`src/sv/bgtc_pkg.sv`:
```
`timescale 1ns / 1ps
// Shared types, constants and lookup tables of the temperature-compensated
// battery gauge. No dependencies; every other file refers to it by scoped names.
package bgtc_pkg;

   // Field widths of the streams and the register port
   localparam int SAMPLE_W = 12;
   localparam int TEMP_W   = 7;
   localparam int PCT_W    = 7;
   localparam int ADDR_W   = 3;
   localparam int DATA_W   = 32;
   localparam int REQ_W    = 2 * SAMPLE_W;
   localparam int RSP_W    = TEMP_W + PCT_W + 2;

   localparam int SAMPLE_PAIRS_DEF = 8;

   // Voltage ratio is Q0.16 and may reach 1.0, hence one extra bit
   localparam int RATIO_W   = 17;
   localparam int DIV_STEPS = RATIO_W;
   localparam int STEP_W    = $clog2(DIV_STEPS);
   localparam int FRAC_W    = 16;

   // Row values of the blend are Q16, the blended sum carries a factor of ten
   localparam int ROW_W     = 26;
   localparam int BLEND_W   = 32;
   localparam int BLEND_SH  = FRAC_W + 1;
   localparam int QUO_W     = BLEND_W - 1 - BLEND_SH;
   // floor(y / 5) = (y * DIV5_MUL) >> DIV5_SH for y below 81920
   localparam int DIV5_W    = 16;
   localparam logic [DIV5_W-1:0] DIV5_MUL = 16'd52429;
   localparam int DIV5_SH   = 18;
   localparam int PROD_W    = QUO_W + DIV5_W;

   // Register map (word index)
   localparam logic CSR_GREEN = 1'b0;
   localparam logic CSR_RED   = 1'b1;
   localparam logic [PCT_W-1:0] GREEN_RST = 7'd85;
   localparam logic [PCT_W-1:0] RED_RST   = 7'd20;

   localparam logic [PCT_W-1:0]  PCT_MAX  = 7'd100;
   localparam logic [TEMP_W-1:0] TEMP_MIN = TEMP_W'(-10);
   localparam logic [TEMP_W-1:0] TEMP_MAX = TEMP_W'(50);
   localparam logic [2:0] ROW_TOP   = 3'd5;
   localparam logic [3:0] WT_FULL   = 4'd10;
   localparam logic [2:0] SEG_LAST  = 3'd5;
   localparam logic [2:0] COL_LAST  = 3'd4;

   // Thermistor node codes, -10 C to 50 C in steps of 10 C
   localparam logic [SAMPLE_W-1:0] NTC_NODE [7] = '{
      12'd3375, 12'd3040, 12'd2656, 12'd2246, 12'd1849, 12'd1502, 12'd1191};
   // Battery node codes, 4.2 V down to 3.3 V
   localparam logic [SAMPLE_W-1:0] BAT_NODE [6] = '{
      12'd914, 12'd871, 12'd827, 12'd784, 12'd762, 12'd718};
   // Charge in percent, rows by temperature node, columns by battery node
   localparam logic [PCT_W-1:0] CHARGE_LUT [7][6] = '{
      '{7'd70,  7'd35, 7'd10, 7'd0,  7'd0, 7'd0},
      '{7'd80,  7'd50, 7'd20, 7'd5,  7'd0, 7'd0},
      '{7'd90,  7'd65, 7'd35, 7'd10, 7'd2, 7'd0},
      '{7'd100, 7'd80, 7'd50, 7'd18, 7'd5, 7'd0},
      '{7'd100, 7'd85, 7'd55, 7'd20, 7'd8, 7'd0},
      '{7'd100, 7'd86, 7'd56, 7'd22, 7'd9, 7'd0},
      '{7'd100, 7'd86, 7'd56, 7'd22, 7'd9, 7'd0}};

   typedef enum logic [2:0] {
      ST_IDLE, ST_SEG, ST_TDIV, ST_BDIV, ST_MUL, ST_BLEND, ST_EMIT
   } state_type;

   // Controller to datapath
   typedef struct packed {
      logic accumulate;
      logic seg_load;
      logic tdiv_step;
      logic bdiv_load;
      logic bdiv_step;
      logic mul;
      logic blend;
      logic emit;
   } cmd_type;

   // Datapath to controller
   typedef struct packed {
      logic last_pair;
      logic div_ge;
      logic out_busy;
   } status_type;

   // Datapath to divider
   typedef struct packed {
      logic load;
      logic step;
      logic shift;
   } div_cmd_type;

endpackage

```
`src/sv/bgtc_divider.sv`:
```
`timescale 1ns / 1ps
// Shared division unit: one compare-and-subtract per cycle while a step is
// commanded, either counting (small quotients) or shifting in one quotient bit. Uses bgtc_pkg.
module bgtc_divider #(
   parameter int REM_W = 20,
   parameter int DEN_W = 15
) (
   input  logic                              clock,
   input  bgtc_pkg::div_cmd_type             div_cmd,
   input  logic [REM_W-1:0]                  rem_load,
   input  logic [DEN_W-1:0]                  den_load,
   output logic                              rem_ge,
   output logic [bgtc_pkg::RATIO_W-1:0]      quot
);

   logic [REM_W-1:0]             rem_ff, rem_in;
   logic [DEN_W-1:0]             den_ff, den_in;
   logic [bgtc_pkg::RATIO_W-1:0] quot_ff, quot_in;
   logic [REM_W-1:0]             rem_diff;

   assign rem_ge   = rem_ff >= REM_W'(den_ff);
   assign rem_diff = rem_ge ? (rem_ff - REM_W'(den_ff)) : rem_ff;
   assign quot     = quot_ff;

   // Load operands, or take one subtract step
   always_comb begin
      rem_in  = rem_ff;
      den_in  = den_ff;
      quot_in = quot_ff;
      if (div_cmd.load) begin
         rem_in  = rem_load;
         den_in  = den_load;
         quot_in = '0;
      end else if (div_cmd.step) begin
         if (div_cmd.shift) begin
            rem_in  = {rem_diff[REM_W-2:0], 1'b0};
            quot_in = {quot_ff[bgtc_pkg::RATIO_W-2:0], rem_ge};
         end else if (rem_ge) begin
            rem_in  = rem_diff;
            quot_in = quot_ff + 1'b1;
         end
      end
   end

   always_ff @(posedge clock) begin
      rem_ff  <= rem_in;
      den_ff  <= den_in;
      quot_ff <= quot_in;
   end

endmodule

```
`src/sv/bgtc_datapath.sv`:
```
`timescale 1ns / 1ps
// Datapath: accumulators, segment search, interpolation arithmetic and the
// result register. Uses bgtc_pkg and bgtc_divider; driven by bgtc_controller.
module bgtc_datapath #(
   parameter int SAMPLE_PAIRS = bgtc_pkg::SAMPLE_PAIRS_DEF
) (
   input  logic                             clock,
   input  logic                             reset,
   input  bgtc_pkg::cmd_type                cmd,
   output bgtc_pkg::status_type             status,
   input  logic [bgtc_pkg::REQ_W-1:0]       req_tdata,
   input  logic [bgtc_pkg::PCT_W-1:0]       green_thr,
   input  logic [bgtc_pkg::PCT_W-1:0]       red_thr,
   output logic                             rsp_tvalid,
   input  logic                             rsp_tready,
   output logic [bgtc_pkg::RSP_W-1:0]       rsp_tdata
);

   localparam int ACC_W = bgtc_pkg::SAMPLE_W + $clog2(SAMPLE_PAIRS);
   localparam int CNT_W = (SAMPLE_PAIRS > 1) ? $clog2(SAMPLE_PAIRS) : 1;
   localparam int REM_W = ACC_W + 4;
   localparam logic [CNT_W-1:0] LAST_CNT = CNT_W'(SAMPLE_PAIRS - 1);

   logic [bgtc_pkg::SAMPLE_W-1:0] ntc_sample, bat_sample;
   logic [ACC_W-1:0] ntc_acc_ff, ntc_acc_in, bat_acc_ff, bat_acc_in;
   logic [CNT_W-1:0] cnt_ff, cnt_in;
   logic [ACC_W-1:0] ntc_sum_ff, ntc_sum_in, bat_sum_ff, bat_sum_in;
   logic [ACC_W-1:0] ntc_total, bat_total;
   logic [ACC_W-1:0] ntc_thr [7];
   logic [ACC_W-1:0] bat_thr [6];

   logic       temp_lo_c, temp_hi_c, bat_lo_c, bat_hi_c;
   logic [2:0] seg_c, seg_sel, col_c;
   logic [ACC_W-1:0] temp_x, temp_den, bat_x_c, bat_den_c;
   logic [REM_W-1:0] temp_rem;

   logic       temp_lo_ff, temp_hi_ff;
   logic [2:0] seg_ff, col_ff;
   logic [ACC_W-1:0] bat_x_ff, bat_den_ff;
   logic [3:0] temp_q_ff;

   bgtc_pkg::div_cmd_type div_cmd;
   logic [REM_W-1:0] div_rem_load;
   logic [ACC_W-1:0] div_den_load;
   logic div_ge;
   logic [bgtc_pkg::RATIO_W-1:0] div_quot;

   logic [2:0] row_r;
   logic [3:0] wt_d;
   logic [bgtc_pkg::TEMP_W-1:0] temp_c;
   logic [bgtc_pkg::PCT_W-1:0]  t00, t01, t10, t11;
   logic signed [bgtc_pkg::ROW_W-1:0] ratio_x, dif0_x, dif1_x, row0_in, row1_in;
   logic signed [bgtc_pkg::ROW_W-1:0] row0_ff, row1_ff;
   logic signed [bgtc_pkg::BLEND_W-1:0] r0_x, r1_x, wt_x, blend_in, blend_ff;

   logic [bgtc_pkg::QUO_W-1:0]  quo_y;
   logic [bgtc_pkg::PROD_W-1:0] div5_prod;
   logic [bgtc_pkg::PROD_W-bgtc_pkg::DIV5_SH-1:0] pct_raw;
   logic [bgtc_pkg::PCT_W-1:0]  pct;
   logic green_c, red_c;

   logic rsp_valid_ff, rsp_valid_in;
   logic [bgtc_pkg::RSP_W-1:0] rsp_data_ff, rsp_data_in;

   assign ntc_sample = req_tdata[bgtc_pkg::SAMPLE_W-1:0];
   assign bat_sample = req_tdata[bgtc_pkg::REQ_W-1:bgtc_pkg::SAMPLE_W];

   // Node thresholds scaled to the sum of a block
   for (genvar g = 0; g < 7; g++) begin : g_ntc_thr
      assign ntc_thr[g] = ACC_W'(bgtc_pkg::NTC_NODE[g]) * ACC_W'(SAMPLE_PAIRS);
   end
   for (genvar g = 0; g < 6; g++) begin : g_bat_thr
      assign bat_thr[g] = ACC_W'(bgtc_pkg::BAT_NODE[g]) * ACC_W'(SAMPLE_PAIRS);
   end

   // Accumulate one pair; on the last pair hand the sums over and restart
   assign ntc_total = ntc_acc_ff + ACC_W'(ntc_sample);
   assign bat_total = bat_acc_ff + ACC_W'(bat_sample);

   always_comb begin
      ntc_acc_in = ntc_acc_ff;
      bat_acc_in = bat_acc_ff;
      cnt_in     = cnt_ff;
      ntc_sum_in = ntc_sum_ff;
      bat_sum_in = bat_sum_ff;
      if (cmd.accumulate) begin
         if (cnt_ff == LAST_CNT) begin
            ntc_sum_in = ntc_total;
            bat_sum_in = bat_total;
            ntc_acc_in = '0;
            bat_acc_in = '0;
            cnt_in     = '0;
         end else begin
            ntc_acc_in = ntc_total;
            bat_acc_in = bat_total;
            cnt_in     = cnt_ff + 1'b1;
         end
      end
   end

   always_ff @(posedge clock) begin
      if (reset) begin
         ntc_acc_ff <= '0;
         bat_acc_ff <= '0;
         cnt_ff     <= '0;
      end else begin
         ntc_acc_ff <= ntc_acc_in;
         bat_acc_ff <= bat_acc_in;
         cnt_ff     <= cnt_in;
      end
      ntc_sum_ff <= ntc_sum_in;
      bat_sum_ff <= bat_sum_in;
   end

   // Find the thermistor segment and the battery column
   always_comb begin
      temp_lo_c = ntc_sum_ff >= ntc_thr[0];
      temp_hi_c = ntc_sum_ff <= ntc_thr[6];
      seg_c     = '0;
      for (int k = 1; k < 7; k++) begin
         if (ntc_sum_ff <= ntc_thr[k]) begin
            seg_c = seg_c + 3'd1;
         end
      end
      seg_sel  = (seg_c > bgtc_pkg::SEG_LAST) ? bgtc_pkg::SEG_LAST : seg_c;
      temp_x   = ntc_thr[seg_sel] - ntc_sum_ff;
      temp_den = ntc_thr[seg_sel] - ntc_thr[seg_sel + 3'd1];
      temp_rem = (REM_W'(temp_x) << 3) + (REM_W'(temp_x) << 1);

      bat_lo_c = bat_sum_ff >= bat_thr[0];
      bat_hi_c = bat_sum_ff <= bat_thr[5];
      col_c    = '0;
      for (int k = 1; k < 5; k++) begin
         if (bat_sum_ff < bat_thr[k]) begin
            col_c = col_c + 3'd1;
         end
      end
      bat_x_c   = bat_thr[col_c] - bat_sum_ff;
      bat_den_c = bat_thr[col_c] - bat_thr[col_c + 3'd1];
      // Ends of the range: zero, or exactly one
      if (bat_lo_c) begin
         col_c     = '0;
         bat_x_c   = '0;
         bat_den_c = ACC_W'(1);
      end else if (bat_hi_c) begin
         col_c     = bgtc_pkg::COL_LAST;
         bat_x_c   = ACC_W'(1);
         bat_den_c = ACC_W'(1);
      end
   end

   always_ff @(posedge clock) begin
      if (cmd.seg_load) begin
         temp_lo_ff <= temp_lo_c;
         temp_hi_ff <= temp_hi_c;
         seg_ff     <= seg_c;
         col_ff     <= col_c;
         bat_x_ff   <= bat_x_c;
         bat_den_ff <= bat_den_c;
      end
      if (cmd.bdiv_load) begin
         temp_q_ff <= div_quot[3:0];
      end
   end

   // Divider: temperature fraction first, then the voltage ratio
   always_comb begin
      div_cmd.load  = cmd.seg_load | cmd.bdiv_load;
      div_cmd.step  = cmd.tdiv_step | cmd.bdiv_step;
      div_cmd.shift = cmd.bdiv_step;
      if (cmd.seg_load) begin
         if (temp_lo_c || temp_hi_c) begin
            div_rem_load = '0;
            div_den_load = ACC_W'(1);
         end else begin
            div_rem_load = temp_rem;
            div_den_load = temp_den;
         end
      end else begin
         div_rem_load = REM_W'(bat_x_ff);
         div_den_load = bat_den_ff;
      end
   end

   bgtc_divider #(
      .REM_W (REM_W),
      .DEN_W (ACC_W)
   ) u_divider (
      .clock    (clock),
      .div_cmd  (div_cmd),
      .rem_load (div_rem_load),
      .den_load (div_den_load),
      .rem_ge   (div_ge),
      .quot     (div_quot)
   );

   // Temperature, table row and blend weight
   always_comb begin
      if (temp_lo_ff) begin
         row_r  = '0;
         wt_d   = '0;
         temp_c = bgtc_pkg::TEMP_MIN;
      end else if (temp_hi_ff) begin
         row_r  = bgtc_pkg::ROW_TOP;
         wt_d   = bgtc_pkg::WT_FULL;
         temp_c = bgtc_pkg::TEMP_MAX;
      end else begin
         row_r  = seg_ff;
         wt_d   = temp_q_ff;
         temp_c = bgtc_pkg::TEMP_MIN + bgtc_pkg::TEMP_W'(seg_ff) * bgtc_pkg::TEMP_W'(10)
                  + bgtc_pkg::TEMP_W'(temp_q_ff);
      end
   end

   // Interpolate along the voltage axis in both rows
   always_comb begin
      t00     = bgtc_pkg::CHARGE_LUT[row_r][col_ff];
      t01     = bgtc_pkg::CHARGE_LUT[row_r][col_ff + 3'd1];
      t10     = bgtc_pkg::CHARGE_LUT[row_r + 3'd1][col_ff];
      t11     = bgtc_pkg::CHARGE_LUT[row_r + 3'd1][col_ff + 3'd1];
      ratio_x = $signed(bgtc_pkg::ROW_W'(div_quot));
      dif0_x  = $signed(bgtc_pkg::ROW_W'(t01)) - $signed(bgtc_pkg::ROW_W'(t00));
      dif1_x  = $signed(bgtc_pkg::ROW_W'(t11)) - $signed(bgtc_pkg::ROW_W'(t10));
      row0_in = $signed(bgtc_pkg::ROW_W'({t00, bgtc_pkg::FRAC_W'(0)})) + ratio_x * dif0_x;
      row1_in = $signed(bgtc_pkg::ROW_W'({t10, bgtc_pkg::FRAC_W'(0)})) + ratio_x * dif1_x;
   end

   // Blend the rows by the temperature weight (scaled by ten)
   always_comb begin
      r0_x     = bgtc_pkg::BLEND_W'(row0_ff);
      r1_x     = bgtc_pkg::BLEND_W'(row1_ff);
      wt_x     = $signed(bgtc_pkg::BLEND_W'(wt_d));
      blend_in = r0_x * $signed(bgtc_pkg::BLEND_W'(10)) + wt_x * (r1_x - r0_x);
   end

   always_ff @(posedge clock) begin
      if (cmd.mul) begin
         row0_ff <= row0_in;
         row1_ff <= row1_in;
      end
      if (cmd.blend) begin
         blend_ff <= blend_in;
      end
   end

   // Drop the scale (2^17 then 5), clamp, compare against thresholds
   always_comb begin
      quo_y     = blend_ff[bgtc_pkg::BLEND_W-1] ? '0
                  : blend_ff[bgtc_pkg::BLEND_W-2:bgtc_pkg::BLEND_SH];
      div5_prod = bgtc_pkg::PROD_W'(quo_y) * bgtc_pkg::PROD_W'(bgtc_pkg::DIV5_MUL);
      pct_raw   = div5_prod[bgtc_pkg::PROD_W-1:bgtc_pkg::DIV5_SH];
      pct       = (pct_raw > (bgtc_pkg::PROD_W - bgtc_pkg::DIV5_SH)'(bgtc_pkg::PCT_MAX))
                  ? bgtc_pkg::PCT_MAX : pct_raw[bgtc_pkg::PCT_W-1:0];
      green_c   = pct > green_thr;
      red_c     = !green_c && (pct < red_thr);
   end

   // Result register: hold until the transaction completes
   always_comb begin
      rsp_valid_in = rsp_valid_ff;
      rsp_data_in  = rsp_data_ff;
      if (cmd.emit) begin
         rsp_valid_in = 1'b1;
         rsp_data_in  = {red_c, green_c, pct, temp_c};
      end else if (rsp_tready) begin
         rsp_valid_in = 1'b0;
      end
   end

   always_ff @(posedge clock) begin
      if (reset) begin
         rsp_valid_ff <= 1'b0;
      end else begin
         rsp_valid_ff <= rsp_valid_in;
      end
      rsp_data_ff <= rsp_data_in;
   end

   assign rsp_tvalid       = rsp_valid_ff;
   assign rsp_tdata        = rsp_data_ff;
   assign status.last_pair = cnt_ff == LAST_CNT;
   assign status.div_ge    = div_ge;
   assign status.out_busy  = rsp_valid_ff && !rsp_tready;

endmodule

```
`src/sv/bgtc_controller.sv`:
```
`timescale 1ns / 1ps
// Controller: sequences accumulation, the two divisions, the blend and the
// hand-over to the result register. Uses bgtc_pkg; drives bgtc_datapath.
module bgtc_controller (
   input  logic                  clock,
   input  logic                  reset,
   input  logic                  req_tvalid,
   output logic                  req_tready,
   input  bgtc_pkg::status_type  status,
   output bgtc_pkg::cmd_type     cmd
);

   bgtc_pkg::state_type state_ff, state_in;
   logic [bgtc_pkg::STEP_W-1:0] step_ff, step_in;

   always_ff @(posedge clock) begin
      if (reset) begin
         state_ff <= bgtc_pkg::ST_IDLE;
         step_ff  <= '0;
      end else begin
         state_ff <= state_in;
         step_ff  <= step_in;
      end
   end

   // Next state and commands
   always_comb begin
      state_in   = state_ff;
      step_in    = step_ff;
      cmd        = '0;
      req_tready = 1'b0;
      unique case (state_ff)
         bgtc_pkg::ST_IDLE: begin
            req_tready = 1'b1;
            if (req_tvalid) begin
               cmd.accumulate = 1'b1;
               if (status.last_pair) begin
                  state_in = bgtc_pkg::ST_SEG;
               end
            end
         end
         bgtc_pkg::ST_SEG: begin
            cmd.seg_load = 1'b1;
            state_in     = bgtc_pkg::ST_TDIV;
         end
         bgtc_pkg::ST_TDIV: begin
            if (status.div_ge) begin
               cmd.tdiv_step = 1'b1;
            end else begin
               cmd.bdiv_load = 1'b1;
               step_in       = '0;
               state_in      = bgtc_pkg::ST_BDIV;
            end
         end
         bgtc_pkg::ST_BDIV: begin
            cmd.bdiv_step = 1'b1;
            if (step_ff == bgtc_pkg::STEP_W'(bgtc_pkg::DIV_STEPS - 1)) begin
               state_in = bgtc_pkg::ST_MUL;
            end else begin
               step_in = step_ff + 1'b1;
            end
         end
         bgtc_pkg::ST_MUL: begin
            cmd.mul  = 1'b1;
            state_in = bgtc_pkg::ST_BLEND;
         end
         bgtc_pkg::ST_BLEND: begin
            cmd.blend = 1'b1;
            state_in  = bgtc_pkg::ST_EMIT;
         end
         bgtc_pkg::ST_EMIT: begin
            if (!status.out_busy) begin
               cmd.emit = 1'b1;
               state_in = bgtc_pkg::ST_IDLE;
            end
         end
         default: begin
            state_in = bgtc_pkg::ST_IDLE;
         end
      endcase
   end

endmodule

```
`src/sv/battery_gauge_temp_compensated_core.sv`:
```
`timescale 1ns / 1ps
// Temperature-compensated battery gauge. Each request transaction carries one
// pair of 12-bit ADC codes (thermistor, battery) and is taken whenever the block
// is idle. After every SAMPLE_PAIRS pairs the block interpolates a temperature
// over seven thermistor nodes (-10..50 C), then a charge percentage from a 7x6
// table over temperature and battery voltage, and raises the green or red flag
// against the two thresholds; one response transaction follows per block of
// pairs. The last pair of a block starts a computation (segment search, the
// temperature fraction by repeated subtraction, seventeen steps of the shared
// divider for the voltage ratio, two multiply stages and the scaling) during
// which req_tready is low; a previous response still waiting in the result
// register holds the block in its last step for as long as it waits. Requests
// are taken again once the result is in the result register, even while it
// still waits. Thresholds sit at byte addresses 0 (green) and 4 (red); the user
// must write them only while the block is idle; the block itself does not enforce this.
// Depends on bgtc_pkg, bgtc_controller, bgtc_datapath.
module battery_gauge_temp_compensated_core #(
   parameter int SAMPLE_PAIRS = bgtc_pkg::SAMPLE_PAIRS_DEF
) (
   input  logic                               clock,
   input  logic                               reset,
   // fields from bit 0: ntc_sample[11:0], battery_sample[23:12]
   input  logic                               req_tvalid,
   output logic                               req_tready,
   input  logic [bgtc_pkg::REQ_W-1:0]         req_tdata,
   // fields from bit 0: temperature_c[6:0], charge_percent[13:7],
   // green_led[14], red_led[15]
   output logic                               rsp_tvalid,
   input  logic                               rsp_tready,
   output logic [bgtc_pkg::RSP_W-1:0]         rsp_tdata,
   input  logic                               csr_psel,
   input  logic                               csr_penable,
   input  logic                               csr_pwrite,
   input  logic [bgtc_pkg::ADDR_W-1:0]        csr_paddr,
   input  logic [bgtc_pkg::DATA_W-1:0]        csr_pwdata,
   output logic [bgtc_pkg::DATA_W-1:0]        csr_prdata,
   output logic                               csr_pready
);

   bgtc_pkg::cmd_type    cmd;
   bgtc_pkg::status_type status;

   logic [bgtc_pkg::PCT_W-1:0] green_thr_ff, green_thr_in, red_thr_ff, red_thr_in;
   logic csr_wr;

   // Register port: no wait states
   assign csr_pready = 1'b1;
   assign csr_wr     = csr_psel && csr_penable && csr_pwrite && csr_pready;

   always_comb begin
      green_thr_in = green_thr_ff;
      red_thr_in   = red_thr_ff;
      if (csr_wr) begin
         unique case (csr_paddr[2])
            bgtc_pkg::CSR_GREEN: green_thr_in = csr_pwdata[bgtc_pkg::PCT_W-1:0];
            bgtc_pkg::CSR_RED:   red_thr_in   = csr_pwdata[bgtc_pkg::PCT_W-1:0];
            default: ;
         endcase
      end
   end

   always_ff @(posedge clock) begin
      if (reset) begin
         green_thr_ff <= bgtc_pkg::GREEN_RST;
         red_thr_ff   <= bgtc_pkg::RED_RST;
      end else begin
         green_thr_ff <= green_thr_in;
         red_thr_ff   <= red_thr_in;
      end
   end

   // Read back
   always_comb begin
      unique case (csr_paddr[2])
         bgtc_pkg::CSR_GREEN: csr_prdata = bgtc_pkg::DATA_W'(green_thr_ff);
         bgtc_pkg::CSR_RED:   csr_prdata = bgtc_pkg::DATA_W'(red_thr_ff);
         default:             csr_prdata = '0;
      endcase
   end

   bgtc_controller u_controller (
      .clock      (clock),
      .reset      (reset),
      .req_tvalid (req_tvalid),
      .req_tready (req_tready),
      .status     (status),
      .cmd        (cmd)
   );

   bgtc_datapath #(
      .SAMPLE_PAIRS (SAMPLE_PAIRS)
   ) u_datapath (
      .clock      (clock),
      .reset      (reset),
      .cmd        (cmd),
      .status     (status),
      .req_tdata  (req_tdata),
      .green_thr  (green_thr_ff),
      .red_thr    (red_thr_ff),
      .rsp_tvalid (rsp_tvalid),
      .rsp_tready (rsp_tready),
      .rsp_tdata  (rsp_tdata)
   );

   // A result is only loaded when the result register is free
   a_emit_free: assert property (@(posedge clock) disable iff (reset)
      cmd.emit |-> (!rsp_tvalid || rsp_tready))
      else $error("result loaded over a pending response");

   // Accumulation happens only on an accepted request transaction
   a_acc_on_accept: assert property (@(posedge clock) disable iff (reset)
      cmd.accumulate |-> (req_tvalid && req_tready))
      else $error("accumulator advanced without a transaction");

   // Charge stays within 0..100
   a_pct_range: assert property (@(posedge clock) disable iff (reset)
      rsp_tvalid |-> (rsp_tdata[13:7] <= bgtc_pkg::PCT_MAX))
      else $error("charge percent above 100");

   // Green and red never light together
   a_led_excl: assert property (@(posedge clock) disable iff (reset)
      rsp_tvalid |-> !(rsp_tdata[14] && rsp_tdata[15]))
      else $error("both LED flags set");

   // A taken response without a new result leaves the register empty
   a_drain: assert property (@(posedge clock) disable iff (reset)
      (rsp_tvalid && rsp_tready && !cmd.emit) |=> !rsp_tvalid)
      else $error("response repeated");

endmodule
```
`config.mk`:
```
export PLATFORM = sky130hd
export DESIGN_NAME = battery_gauge_temp_compensated_core
export DESIGN_NICKNAME = d
export VERILOG_FILES = /design/src/sv/bgtc_pkg.sv /design/src/sv/bgtc_divider.sv /design/src/sv/bgtc_datapath.sv /design/src/sv/bgtc_controller.sv /design/src/sv/battery_gauge_temp_compensated_core.sv
export SDC_FILE = /design/constraint.sdc
export NUM_CORES = 2
export LEC_CHECK = 0
export BUFFER_PORTS_ARGS = -buffer_cell sky130_fd_sc_hd__buf_2
export CAP_MARGIN = 20
export CORE_MARGIN = 1
export CORE_UTILIZATION = 44
export CTS_CLUSTER_SIZE = 30
export DETAILED_ROUTE_END_ITERATION = 7
export GPL_ROUTABILITY_DRIVEN = 0
export PLACE_DENSITY_LB_ADDON = 0.25
export SLEW_MARGIN = 20
export SYNTH_ARGS = -nofsm -noshare
export SYNTH_HDL_FRONTEND = slang
export SYNTH_SLANG_ARGS = --single-unit
```
`constraint.sdc`:
```
create_clock -name clock -period 9.4 [get_ports clock]
set_input_delay 2.82 -clock clock [delete_from_list [all_inputs] [get_ports clock]]
set_output_delay 2.82 -clock clock [all_outputs]
set_load 0.005 [all_outputs]
```
## After elaboration in Yosys (flattened, before gate mapping)

Memories as Yosys holds them, arrays and structs flattened.
Index checks and enable logic that the tools add are counted.
Widths: inputs -> output; s select.

- Flip-flop bits (word level): 279
- Memory bits (read-only): 1152
- Bits of input ports: 66
- Output and inout port bits: 51
- Word-level logic and storage cells: 226
- Memories: 6

- Add/subtract/negate cells: 31
- Multiply operators: 6
- $lt $le $gt $ge: 26
- Equal/unequal tests: 14
- Multiplexer cells: 82
- Bitwise operators: 11
- Reduce and logical (&&, ||, !) cells: 22

Memory list:

| memory | depth | width | rd ports | clocked after Yosys merged registers in | write ports | RTL line | RTL |
|---|---|---|---|---|---|---|---|
| (name not given) | 8 | 42 | 1 | 0 | 0 | bgtc_datapath.sv:219 | `t10 = bgtc_pkg::CHARGE_LUT[row_r + 3'd1][col_ff];` |
| (name not given) | 8 | 42 | 1 | 0 | 0 | bgtc_datapath.sv:217 | `t00 = bgtc_pkg::CHARGE_LUT[row_r][col_ff];` |
| (name not given) | 8 | 15 | 1 | 0 | 0 | bgtc_datapath.sv:127 | `temp_den = ntc_thr[seg_sel] - ntc_thr[seg_sel + 3'd1];` |
| (name not given) | 8 | 15 | 1 | 0 | 0 | bgtc_datapath.sv:138 | `bat_x_c = bat_thr[col_c] - bat_sum_ff;` |
| (name not given) | 8 | 15 | 1 | 0 | 0 | bgtc_datapath.sv:139 | `bat_den_c = bat_thr[col_c] - bat_thr[col_c + 3'd1];` |
| (name not given) | 8 | 15 | 1 | 0 | 0 | bgtc_datapath.sv:127 |  |

Operators with widths:

| cell | number |
|---|---|
| $mux 15 | 12 |
| $mux 42 | 4 |
| $mux 19 | 7 |
| $bmux 7 s3 | 4 |
| $mux 7 | 10 |
| $pmux 32 s2 | 1 |
| $lt 15x13->1 const B | 4 |
| $sub 15x15->15 | 4 |
| $mux 3 | 18 |
| $add 24x26->26 | 2 |
| $mul 18x26->26 | 2 |
| $le 15x14->1 const B | 3 |
| $le 15x15->1 const B | 3 |
| $mux 17 | 2 |
| $add 3x1->3 const B | 11 |
| $add 32x32->32 | 1 |
| $ge 4x4->1 const B | 8 |
| $mul 5x32->32 | 1 |
| $not 3->4 | 8 |
| $add 15x12->15 | 2 |
| $mul 14x16->30 const B | 1 |
| $mul 26x4->30 const B | 1 |
| $sub 26x26->27 | 1 |
| $pmux 3 s7 | 1 |
| 41 further kinds | 81 |

## Longest topological paths before layout

- Depth in word-level cells: 23
- Depth in mapped cells: 42
- Depth with buffers taken out: 41

## By module

Synthesis repeated with hierarchy kept, for this count alone.

- Cells, all modules: 4147
- Area total of the unflattened synthesis: 37304.5 um^2

By module, submodules not included:

| module | instances | cells each | area an instance (um^2) | sequential area each (um^2) |
|---|---|---|---|---|
| bgtc_datapath | 1 | 3593 | 32235.9 | 5275.1 |
| bgtc_divider | 1 | 395 | 3617.2 | 1361.3 |
| battery_gauge_temp_compensated_core | 1 | 93 | 902.1 | 280.3 |
| bgtc_controller | 1 | 66 | 549.3 | 160.2 |

## Least setup slack after synthesis

OpenSTA, ideal clock, no wires.

- Kind: reg-to-reg
- From: register u_datapath.temp_lo_ff
- To: register u_datapath.row1_ff[24] in the netlist's numbering, data pin
- Setup time: 0.262 ns
- Data arrival time: 9.060 ns
- Data required time: 9.138 ns
- Path slack: 0.077 ns
- Stages on the path, launching flop included: 41
- Buffers on the path: 4
- Period minus slack after synthesis: 9.323 ns
- Cells stage by stage: edfxtp_1 > clkbuf_1 > nor2_1 > nand2_1 > inv_1 > ha_1 > inv_1 > ha_1 > buf_1 > clkbuf_1 > nor2_1 > nor3_1 > nor3_1 > a31oi_1 > ha_1 > inv_1 > fa_1 > nand2_1 > [... 5 more ...] > clkbuf_1 > nand2_1 > fa_1 > fa_1 > fa_1 > inv_1 > fa_1 > ha_1 > inv_1 > o21bai_1 > a21o_1 > a21o_1 > a31oi_1 > o21ai_0 > o211a_1 > a2111oi_0 > a21oi_1 > xor2_1

- Cells in the longest elaborated chain, start to end: 12
- Elaborated cells between the ends (all ways): 15
- Classes of those cells: add/sub (3); mul (1); mux (9); bitwise (1); memory (1)

Ends and longest elaborated chain:

| item | RTL line | RTL |
|---|---|---|
| start, declared | bgtc_datapath.sv:37 | `logic temp_lo_ff, temp_hi_ff;` |
| start signal, assigned | bgtc_datapath.sv:154 | `temp_lo_ff <= temp_lo_c;` |
| $mux 3 (*) | bgtc_datapath.sv:199 | `if (temp_lo_ff) begin` |
| $add 3x1->3 (*) | bgtc_datapath.sv:219, bgtc_datapath.sv:220 |  |
| $not 3->4 (not written as such) (*) | bgtc_datapath.sv:219, bgtc_datapath.sv:220 |  |
| $mem_v2 8x42 (*) | n/a |  |
| $mux 42 (not written as such) (*) (2 in a row) | bgtc_datapath.sv:219 |  |
| $bmux 7 s3, on equally long branches | bgtc_datapath.sv:220, bgtc_datapath.sv:219 |  |
| $mux 7, on equally long branches (2 in a row) | bgtc_datapath.sv:220, bgtc_datapath.sv:219 |  |
| $sub 7x7->8 | bgtc_datapath.sv:223 | `dif1_x = $signed(bgtc_pkg::ROW_W'(t11)) - $signed(bgtc_pkg::ROW_W'(t10));` |
| $mul 18x26->26 | bgtc_datapath.sv:225 | `row1_in = $signed(bgtc_pkg::ROW_W'({t10, bgtc_pkg::FRAC_W'(0)})) + ratio_x * dif1_x;` |
| $add 24x26->26 (*) | bgtc_datapath.sv:225 |  |
| named net u_datapath.row1_in, one bit | bgtc_datapath.sv:52 | `logic signed [bgtc_pkg::ROW_W-1:0] ratio_x, dif0_x, dif1_x, row0_in, row1_in;` |
| end signal, assigned | bgtc_datapath.sv:239 | `row1_ff <= row1_in;` |
| end, declared | bgtc_datapath.sv:53 | `logic signed [bgtc_pkg::ROW_W-1:0] row0_ff, row1_ff;` |

The timed path passes the listed nets; every way through them passes the cells marked *. The select of a mux whose other input is x is not followed.
A chain may end at the register's enable or synchronous reset.

## Worst setup path in the final report

Ends and elaborated chain as after synthesis.

==> metrics.txt <==
# TYPE chip_impl_metric gauge
chip_impl_metric{name="area_growth_syn_to_layout",unit="%"} 7.61
chip_impl_metric{name="fin_crit_sh",unit=""} 0.940
chip_impl_info{name="timing.critical_path.from_type",value="flip-flop"} 1
chip_impl_metric{name="period_needed",unit="ns"} 8.84
chip_impl_metric{name="start_util",unit=""} 0.448
chip_impl_metric{name="clock-sinks",unit=""} 258
chip_impl_metric{name="postSynthAreaPerCell",unit="sq um"} 8.94
chip_impl_metric{name="yosysTopAreaCellShare",unit=""} 0.188
chip_impl_metric{name="clockBufferDepth",unit=""} 3
chip_impl_metric{name="drt-total-wl",unit="um"} 83100
chip_impl_metric{name="max_slew_margin",unit=""} 0.266
chip_impl_metric{name="first_pass_iters",unit=""} 5
chip_impl_metric{name="core.rowCount",unit=""} 104
chip_impl_metric{name="core_area",unit="sq mm"} 0.0811
chip_impl_metric{name="dr_total_vias",unit=""} 27500
chip_impl_metric{name="power",unit="mW"} 2.74
chip_impl_info{name="timing.critical_path.max_delay_family",value="compound AO/OA/AOI/OAI gates"} 1
chip_impl_info{name="unrepaired_setup_endpoints_after_global_routing",value="no"} 1
chip_impl_metric{name="cts-buffers-inserted",unit=""} 34
chip_impl_metric{name="postSynth.asyncResetShare",unit=""} 0
chip_impl_metric{name="die_width",unit="um"} 289
chip_impl_metric{name="gr-total-overflow",unit=""} 0
chip_impl_metric{name="required",unit="ns"} 9.68
chip_impl_metric{name="final-hold-violation-count",unit=""} 0
chip_impl_info{name="run_status",value="completed"} 1
chip_impl_metric{name="synth_seq_area_share",unit=""} 0.193
chip_impl_metric{name="max_cap_violations",unit=""} 0
chip_impl_info{name="worstHoldPathType",value="flip-flop to flip-flop"} 1
chip_impl_metric{name="actual_transition_at_the_worst_max_transition_pin",unit="ns"} 1.10
chip_impl_metric{name="number_of_global_route_vias_before_repair",unit=""} 27000
chip_impl_metric{name="drtIter0Drc",unit=""} 1754
chip_impl_metric{name="synth_area",unit="sq mm"} 0.0363
chip_impl_metric{name="cp_data_arrival_time",unit="ns"} 9.12
chip_impl_metric{name="clock_latency",unit="ns"} 0.56
chip_impl_metric{name="cp_slowest_stage_delay",unit="ns"} 0.54
chip_impl_metric{name="detailedPlacementHpwl",unit="um"} 66600
chip_impl_info{name="synth_ff_type",value="edfxtp_1"} 1
chip_impl_metric{name="synth_seq_cells",unit=""} 258
chip_impl_metric{name="cts.clk_slew.worst_paths",unit="ns"} 0.05
chip_impl_info{name="clock_tree.root_cell",value="clkbuf_16"} 1
chip_impl_metric{name="worst_clock_skew",unit="ns"} 0.0315
chip_impl_metric{name="placement.io_buffers",unit=""} 63
chip_impl_metric{name="drt-wirelength-per-cell",unit="um"} 16.0
chip_impl_metric{name="maximum_number_of_pins_on_one_net_before_global_route_repair",unit=""} 53
chip_impl_info{name="synth.top_cells.by_area",value="fa_1 (19%), ha_1 (17%), edfxtp_1 (15%), inv_1 (6.2%), dfxtp_1 (4.0%)"} 1
chip_impl_metric{name="drtAntennaViolNets",unit=""} 0
chip_impl_metric{name="total_i_o_pin_count",unit=""} 117
chip_impl_metric{name="power-per-cell-area",unit="mW/mm^2"} 70.2
chip_impl_metric{name="critical_path.max_fanout",unit=""} 8
chip_impl_metric{name="setup-violations-final",unit=""} 0
chip_impl_info{name="cts_tree",value="yes"} 1
chip_impl_metric{name="grt_antenna_before_repair",unit=""} 2
chip_impl_info{name="crit_path_category",value="flip-flop to flip-flop"} 1
chip_impl_metric{name="yosys.cell_types.count",unit=""} 92
chip_impl_info{name="synth_top_cell_by_area",value="fa_1"} 1
chip_impl_metric{name="fmax",unit="MHz"} 113
chip_impl_metric{name="drt_drc_violations_left",unit=""} 0
chip_impl_metric{name="drt-vias-per-instance",unit=""} 5.31
chip_impl_info{name="cp-end-kind",value="flip-flop"} 1
chip_impl_metric{name="static-leakage-power",unit="nW"} 18.5
chip_impl_metric{name="setup-tns-final",unit="ns"} 0
chip_impl_metric{name="irDropWorstVdd",unit="mV"} 0.101
chip_impl_metric{name="cts_htree_levels",unit=""} 2
chip_impl_metric{name="ys_warn_count",unit=""} 0
chip_impl_metric{name="postLayoutCoreUtil",unit=""} 0.482
chip_impl_metric{name="synth-edff-count",unit=""} 185
chip_impl_metric{name="die_area",unit="sq mm"} 0.0836
chip_impl_metric{name="fp.dieH",unit="um"} 289
chip_impl_metric{name="holdWs",unit="ns"} 0.466
chip_impl_metric{name="drive_gt1_frac",unit=""} 0.0684
chip_impl_metric{name="count_of_pins_over_their_slew_limit",unit=""} 0
chip_impl_metric{name="wire_length_of_the_first_global_routing_pass",unit="um"} 137000
chip_impl_metric{name="cp.buffers_inverters",unit=""} 7
chip_impl_metric{name="global_route.usage.total",unit=""} 0.201
chip_impl_metric{name="ctsHoldBuffers",unit=""} 0
chip_impl_metric{name="netlist_instances",unit=""} 4059
chip_impl_info{name="slowest_stage",value="fa_1"} 1
chip_impl_metric{name="nNetsFinal",unit=""} 5011
## timing repair
action	4_1_cts	5_1_grt
endpoints found under the setup margin	0	12
setup buffers	0	2
resized for setup	0	20
## layout make-up
cell class,instances,area (sq um)
antenna,2,5.00
clock buffer,45,955
clock inverter,17,186
fill,7785,42000
inverter,605,2270
multi-input combinational,3063,26400
sequential,258,7020
tap,1060,1330
timing repair buffer,135,856
## through the flow
step | cells | area [sq um] | setup slack, ns
2_1_floorplan | 4083 | 36400 | 0.0774
3_3_place_gp | 5119 | 37800 | 0.400
3_5_place_dp | 5119 | 37800 | 0.269
4_1_cts | 5181 | 39000 | 0.212
5_1_grt | 5183 | 39000 | 0.0102
6_report | 5185 | 39100 | 0.561
## metal layers
metal  track usage  vias to the layer above  routed length, um
met5             0                        -                  0
met4        0.0492                        0               2000
met3        0.0188                      115               2680
met2         0.358                      437              40900
met1         0.260                    13200              37500
li1              -                    13700                  -
## synth_stat cells, drive strengths merged, types with 73 or more instances
master / n
a21oi: 203
and2: 168
clkbuf: 119
dfxtp: 73
edfxtp: 185
fa: 341
ha: 507
inv: 603
nand2: 260
nor2: 322
o21ai: 197
xnor2: 139
xor2: 83
## worst min-delay path, cell delays in order (launching register included)
cell and delay (ns):
dfxtp_1 0.31, nand2_1 0.05, a21oi_1 0.05
## power breakdown
group / internal, mW / total, mW / switching (mW)
clock: 0.783 / 1.33 / 0.548
combinational: 0.0730 / 0.166 / 0.0933
sequential: 1.23 / 1.24 / 0.0129
## state kept, by name, indices dropped and copies added, names as in the netlist, 4 cells and up
register	flops
u_datapath.rsp_tdata	16
u_datapath.row0_ff	26
u_datapath.u_divider.rem_ff	19
u_datapath.bat_acc_ff	15
u_datapath.bat_sum_ff	15
green_thr_ff	7
u_datapath.row1_ff	26
u_datapath.bat_x_ff	15
u_datapath.u_divider.quot	17
red_thr_ff	7
u_datapath.temp_q_ff	4
u_datapath.ntc_sum_ff	15
u_datapath.ntc_acc_ff	15
u_datapath.blend_ff	15
u_datapath.bat_den_ff	13
u_controller.step_ff	5
u_datapath.u_divider.den_ff	13
## layout by cell type, fill, tap and decap left out, types with 23 or more instances in the layout
cell	n
o21bai_1	24
nand3_1	48
nor2_1	320
ha_1	506
nor2b_1	69
xnor2_1	137
dfxtp_1	73
nand2_1	259
inv_1	600
clkbuf_16	36
and3_1	26
nor3_1	68
a21o_1	63
o21ai_0	192
xor2_1	83
buf_4	72
buf_2	63
or3_1	23
a31oi_1	23
or2_2	41
nand2b_1	52
edfxtp_1	185
a22oi_1	37
conb_1	26
fa_1	341
and2_1	167
a21oi_1	202
## final timing paths
path	from	cells past startpoint	slack [ns]	to
setup / recovery	u_datapath.temp_lo_ff$_DFFE_PP_	37	0.56	u_datapath.row1_ff[24]$_DFFE_PP_
hold reg to reg	u_datapath.ntc_acc_ff[2]$_SDFFE_PP0P_	2	0.47	u_datapath.ntc_acc_ff[2]$_SDFFE_PP0P_
hold / removal	u_datapath.ntc_acc_ff[2]$_SDFFE_PP0P_	2	0.47	u_datapath.ntc_acc_ff[2]$_SDFFE_PP0P_
setup reg to reg	u_datapath.temp_lo_ff$_DFFE_PP_	37	0.56	u_datapath.row1_ff[24]$_DFFE_PP_
## cell families (layout without fill, tap and decap cells)
kind of cell	Yosys count	in the layout	share of synthesized area
buffers and inverters	762	802	0.0827
adders and majority gates	848	848	0.363
xor gates and xnor gates	222	222	0.0538
other	2	28	0.000207
muxes	22	22	0.00621
DFF	258	258	0.193
AOI/OAI and AO/OA	783	783	0.141
and+or+nand+nor	1162	1162	0.160
Power figures use the tool's default switching activity.
